[src/hdl/qtrm_pkg.sv]
// Shared types, widths and helpers for the quaternion to rotation matrix block.
package qtrm_pkg;

  localparam int CW = 16;            // component width
  localparam int FB = 14;            // fraction bits
  localparam int PW = 2 * CW;        // product width (signed)
  localparam int NW = 2 * CW + 1;    // norm width (unsigned)
  localparam int MW = 2 * CW + 2;    // numerator width (signed)
  localparam int QW = FB + 1;        // quotient width
  localparam int LANES = 9;
  localparam int QDEPTH = 4;
  localparam int QAW = $clog2(QDEPTH);

  typedef struct packed {
    logic signed [CW-1:0] quat_w;
    logic signed [CW-1:0] quat_x;
    logic signed [CW-1:0] quat_y;
    logic signed [CW-1:0] quat_z;
  } qtrm_in_t;

  typedef struct packed {
    logic signed [CW-1:0] r0c0;
    logic signed [CW-1:0] r1c0;
    logic signed [CW-1:0] r2c0;
    logic signed [CW-1:0] r0c1;
    logic signed [CW-1:0] r1c1;
    logic signed [CW-1:0] r2c1;
    logic signed [CW-1:0] r0c2;
    logic signed [CW-1:0] r1c2;
    logic signed [CW-1:0] r2c2;
    logic                 zero_norm;
  } qtrm_out_t;

  // one job between front and back: nine numerators and the shared divisor
  typedef struct packed {
    logic [LANES-1:0][MW-1:0] num;
    logic [NW-1:0]            n;
    logic                     zero;
  } qtrm_job_t;

  function automatic logic signed [MW-1:0] sx(input logic signed [PW-1:0] p);
    sx = MW'(p);
  endfunction

endpackage

[src/hdl/qtrm_fifo.sv]
// Short job queue between front and back.
module qtrm_fifo (
  input  logic                clk,
  input  logic                rst,
  input  logic                push,
  input  qtrm_pkg::qtrm_job_t wdata,
  input  logic                pop,
  output qtrm_pkg::qtrm_job_t rdata,
  output logic                full,
  output logic                empty
);
  import qtrm_pkg::*;

  qtrm_job_t         mem [0:QDEPTH-1];
  logic [QAW-1:0]    wp, rp;
  logic [QAW:0]      count;
  logic              do_push, do_pop;

  assign full    = (count == (QAW+1)'(QDEPTH));
  assign empty   = (count == '0);
  assign do_push = push && !full;
  assign do_pop  = pop && !empty;
  assign rdata   = mem[rp];

  always_ff @(posedge clk) begin
    if (do_push) mem[wp] <= wdata;
  end

  always_ff @(posedge clk) begin
    if (rst) begin
      wp    <= '0;
      rp    <= '0;
      count <= '0;
    end else begin
      if (do_push) wp <= wp + 1'b1;
      if (do_pop)  rp <= rp + 1'b1;
      if (do_push && !do_pop)      count <= count + 1'b1;
      else if (do_pop && !do_push) count <= count - 1'b1;
    end
  end

  a_count_range: assert property (@(posedge clk) disable iff (rst)
    count <= (QAW+1)'(QDEPTH)) else $error("queue over-filled");
  a_count_up: assert property (@(posedge clk) disable iff (rst)
    (do_push && !do_pop) |=> count == $past(count) + 1'b1)
    else $error("queue count lost a push");
  a_count_down: assert property (@(posedge clk) disable iff (rst)
    (do_pop && !do_push) |=> count == $past(count) - 1'b1)
    else $error("queue count lost a pop");

endmodule

[config.mk]
export PLATFORM = sky130hd
export DESIGN_NAME = qtrm_fifo
export DESIGN_NICKNAME = d
export VERILOG_FILES = /design/src/hdl/qtrm_pkg.sv /design/src/hdl/qtrm_fifo.sv
export SDC_FILE = /design/constraint.sdc
export NUM_CORES = 1
export LEC_CHECK = 0
export BUFFER_PORTS_ARGS = -buffer_cell sky130_fd_sc_hd__buf_2
export CORE_MARGIN = 2
export CORE_UTILIZATION = 30
export DETAILED_ROUTE_END_ITERATION = 10
export SLEW_MARGIN = 0
export SYNTH_ARGS = -nofsm -noshare
export SYNTH_HDL_FRONTEND = slang
export SYNTH_SLANG_ARGS = --single-unit
[constraint.sdc]
create_clock -name clk -period 9.71 [get_ports clk]
set_input_delay 1.4565 -clock clk [delete_from_list [all_inputs] [get_ports clk]]
set_output_delay 1.4565 -clock clk [all_outputs]
set_load 0.01 [all_outputs]
### Yosys cells after proc, flatten, opt, wreduce, memory -nomap -nowiden

Memories as Yosys holds them, arrays and structs flattened. A register that Yosys moved wholly into a read port is not among the register bits.
Cells that the tools add are included.

| word-level totals | value |
|---|---|
| register bits after elaboration | 7 |
| output and inout port bits | 342 |
| memories | 1 |
| memory bits (writable) | 1360 |

| operators by class | value |
|---|---|
| muxes and demuxes | 6 |
| add/sub/neg operators | 4 |
| reduce and logical (&&, ||, !) cells | 10 |
| equality and inequality tests | 1 |

Memories:

| memory | depth | bits a word | rd ports | clocked after Yosys merged registers in | wr ports | RTL line | source |
|---|---|---|---|---|---|---|---|
| mem | 4 | 340 | 1 | 1 | 1 | qtrm_fifo.sv:14 | `qtrm_job_t mem [0:QDEPTH-1];` |

Operators with widths:

| operator | number |
|---|---|
| $mux 3 | 2 |
| $add 2x1->2 const B | 2 |
| $logic_and 1x1->1 | 4 |
| $logic_not 1->1 | 4 |
| $mux 2 | 2 |
| $add 3x1->3 const B | 1 |
| $eq 3x3->1 const B | 1 |
| $logic_not 3->1 | 1 |
| $sub 3x1->3 const B | 1 |
| $mux 1 | 2 |
| $reduce_bool 2->1 | 1 |

### Logic depth before layout (Yosys ltp)

| logic depth | value |
|---|---|
| word-level depth | 7 |
| mapped depth | 8 |
| depth with buffers taken out | 8 |

### Worst setup path before layout

Ideal clock, no wire load.

| timing path | value |
|---|---|
| path kind | in2reg |
| start point | input port push |
| end point | memory mem[1][0] in the netlist's numbering (enable) |
| arrival time | 9.485 ns |
| buffers on the path | 0 |
| slack | -0.521 ns |
| cell stages on the path | 3 |
| cells stage by stage | inv_1 nor2_1 and2_1 |

| on the way | value |
|---|---|
| longest elaborated chain between the ends | 3 |

RTL lines:

| item | RTL line | source |
|---|---|---|
| start, declared | qtrm_fifo.sv:5 | `input logic push,` |
| $logic_and 1x1->1 | qtrm_fifo.sv:21 | `assign do_push = push && !full;` |
| net do_push | qtrm_fifo.sv:17 | `logic do_push, do_pop;` |
| $mux 1 | qtrm_fifo.sv:26 | `if (do_push) mem[wp] <= wdata;` |
| $mux 1 (not written as such) | qtrm_fifo.sv:26 |  |
| end, declared | qtrm_fifo.sv:14 |  |

The timed path passes the listed nets, and every way through them passes these cells.

==> impl_metrics.py <==
metrics = {
    "outcome": {
        "outcome": "complete, no violations",
    },
    "clock_tree": {
        "max-clock-path-buffers": 3,
        "clkSinkCount": 1369,
        "clk_latency_ns": 0.78,
        "cts_buffers": 147,
        "clkTransAtPathRegs_ns": 0.07,
        "htree_levels": 4,
        "cts_resized": 0,
        "root_buffer": "clkbuf_16",
        "cts_tree": "done",
        "postCtsSetupBuffers": 0,
        "cts-hold-fix-buffers": 0,
    },
    "die": {
        "core_um2": 164000,
        "die_w_um": 410,
        "die_h_um": 410,
        "pin_count": 686,
        "num_rows": 149,
        "initial_core_util_pct": 30.1,
        "die_area_um2": 168000,
    },
    "timing": {
        "holdWs_ns": 0.524,
        "period_minus_slack_ns": 5.25,
        "skew_ns": 0.0249,
        "hold_violations": 0,
        "fin_tns_setup_ns": 0,
        "max_freq_mhz": 190,
        "slew_viol_final": 0,
        "relSlewSlack_pct": 23.5,
        "rsz0062_at_grt": "no",
        "final-setup-viol-count": 0,
        "worst_slew_pin_slew_ns": 1.15,
        "finalCritPeriodShare_pct": 54.1,
    },
    "routing": {
        "vias_per_cell": 4.54,
        "routedWlPerCell_um": 21.9,
        "drtIter0Drc": 1515,
        "first_pass_iters": 5,
        "vias": 22400,
        "antenna_left": 0,
        "drcViolationCount": 0,
        "routed_wl_um": 108000,
    },
    "synthesis": {
        "ys_ff_latch": 1369,
        "synth_area_um2": 49500,
        "synth.distinct_cells": 22,
        "synth_cells": 1824,
        "avgSynthCellArea_um2": 27.2,
        "syn_nets": 2174,
        "ys_seq_area_share_pct": 82.8,
        "yosysWarnings": 0,
    },
    "placed_design": {
        "dpl.cell_count": 4648,
        "portBuffers": 685,
        "dpl.hpwl_um": 66500,
        "gp_congestion": 0.716,
    },
    "cells_and_area": {
        "mostFrequentLayoutCell": "edfxtp_1",
        "layout.cells.non_filler": 4925,
        "fin_nets": 2958,
        "drive_gt1_share_pct": 45.9,
        "final_cell_mix": "1360 x edfxtp_1, 685 x buf_2, 340 x mux4_2",
        "syn_to_final_growth_pct": 21.1,
    },
    "global_route": {
        "grt_pass1_wl_um": 157000,
        "track_usage_pct": 12.6,
        "grt_pass1_vias": 23100,
        "grt_max_degree": 127,
        "antenna_found_initial": 55,
        "overflow": 0,
    },
    "setup_path": {
        "cp-start-kind": "flop",
        "worstSetupEndpointType": "primary output",
        "cp.required_ns": 8.25,
        "crit_arrival_ns": 3.79,
        "path_class": "flop to primary output",
        "path_max_fanout": 64,
    },
    "power": {
        "p_leak_nw": 19.5,
        "ir_drop_mv": 0.189,
        "p_per_area_nw_per_um2": 266,
    },
    "run": {
        "maxCapViolCount": 0,
    },
    "min_path": {
        "hp-class": "flop to flop",
    },
}
per-stage QoR:
stage | instance area (µm²) | utilization (%) | total power (W) | setup slack (ns)
global route | 60000 | 36.5 | 0.0167 | 4.26
CTS | 60000 | 36.5 | 0.0162 | 4.30
finish | 60000 | 36.5 | 0.0160 | 4.46
global placement | 55500 | 33.7 | 0.0110 | 5.16
floorplan | 49500 | - | 0.00970 | 3.30
detailed placement | 55500 | 33.7 | 0.0110 | 5.18
Yosys cell counts:
cell / count / share of area (%)
mux4_2: 340 / 15
buf_2: 35 / 0.35
o311ai_0: 1 / 0.018
or3_1: 2 / 0.025
nor2_1: 6 / 0.045
ha_1: 5 / 0.13
mux2i_1: 2 / 0.040
buf_6: 33 / 0.75
o31ai_1: 1 / 0.015
nand2b_1: 2 / 0.025
inv_1: 4 / 0.030
and2_1: 4 / 0.051
nor3_1: 1 / 0.010
edfxtp_1: 1360 / 82
o21ai_0: 2 / 0.020
buf_8: 1 / 0.030
xor2_1: 4 / 0.071
clkbuf_1: 8 / 0.061
fa_1: 1 / 0.040
dfxtp_1: 9 / 0.36
nor3b_1: 1 / 0.015
a21oi_1: 2 / 0.020
worst paths after layout:
kind | startpoint | endpoint | slack, ns | cells after the start
worst max-delay path | flop | rdata[133] | 4.46 | 4
worst min-delay path | rp[0]$_SDFFE_PP0P_ | flop | 0.52 | 2
worst min register to register | rp[0]$_SDFFE_PP0P_ | flop | 0.52 | 2
worst max register to register | count[0]$_SDFFE_PP0P_ | mem[2][145]$_DFFE_PP_ | 6.25 | 5
critical path, cell delays in order, from the launching register on:
cell and delay (ns):
dfxtp_4 0.78, buf_4 0.66, buf_4 0.81, mux4_2 0.46, buf_2 0.17
layout make-up:
class	count	area, µm²
Clock inverter	75	594
Inverter	4	15.0
Tap cell	2189	2740
Antenna cell	14	35.0
Fill cell	15000	104000
Sequential cell	1369	41000
Clock buffer	188	3900
Timing Repair Buffer	712	3780
Multi-Input combinational cell	374	7930
layer usage:
layer	up-vias	part of all wire [%]	GRT usage, %
met5	-	0.43	0
met4	70	2.5	4.08
met3	238	10	5.98
met2	776	46	19.2
met1	11700	40	15.7
li1	9583	-	-
state kept, by name, indices dropped and copies added, names as in the netlist, named ones only:
signal,count
rp,2
wp,2
count,3
mem,1360
cells by family (layout without fill, tap and decap cells):
family,count (synthesis),count (layout),share of synthesized area [%]
multiplexers,342,342,15.5
AND/OR/NAND/NOR,16,16,0.172
other,0,14,0
XOR/XNOR,4,4,0.0707
buffers and inverters,81,979,1.22
AO/OA/AOI/OAI,6,6,0.0733
adder cells (fa/ha/maj),6,6,0.167
flip-flops,1369,1369,82.8
power by group:
group	switching [W]	leakage [nW]	internal (W)
clock	0.00222	2.19	0.00300
sequential	0.000146	12.5	0.00711
combinational	0.00190	4.80	0.00159
(Power assumes the default switching activity.)
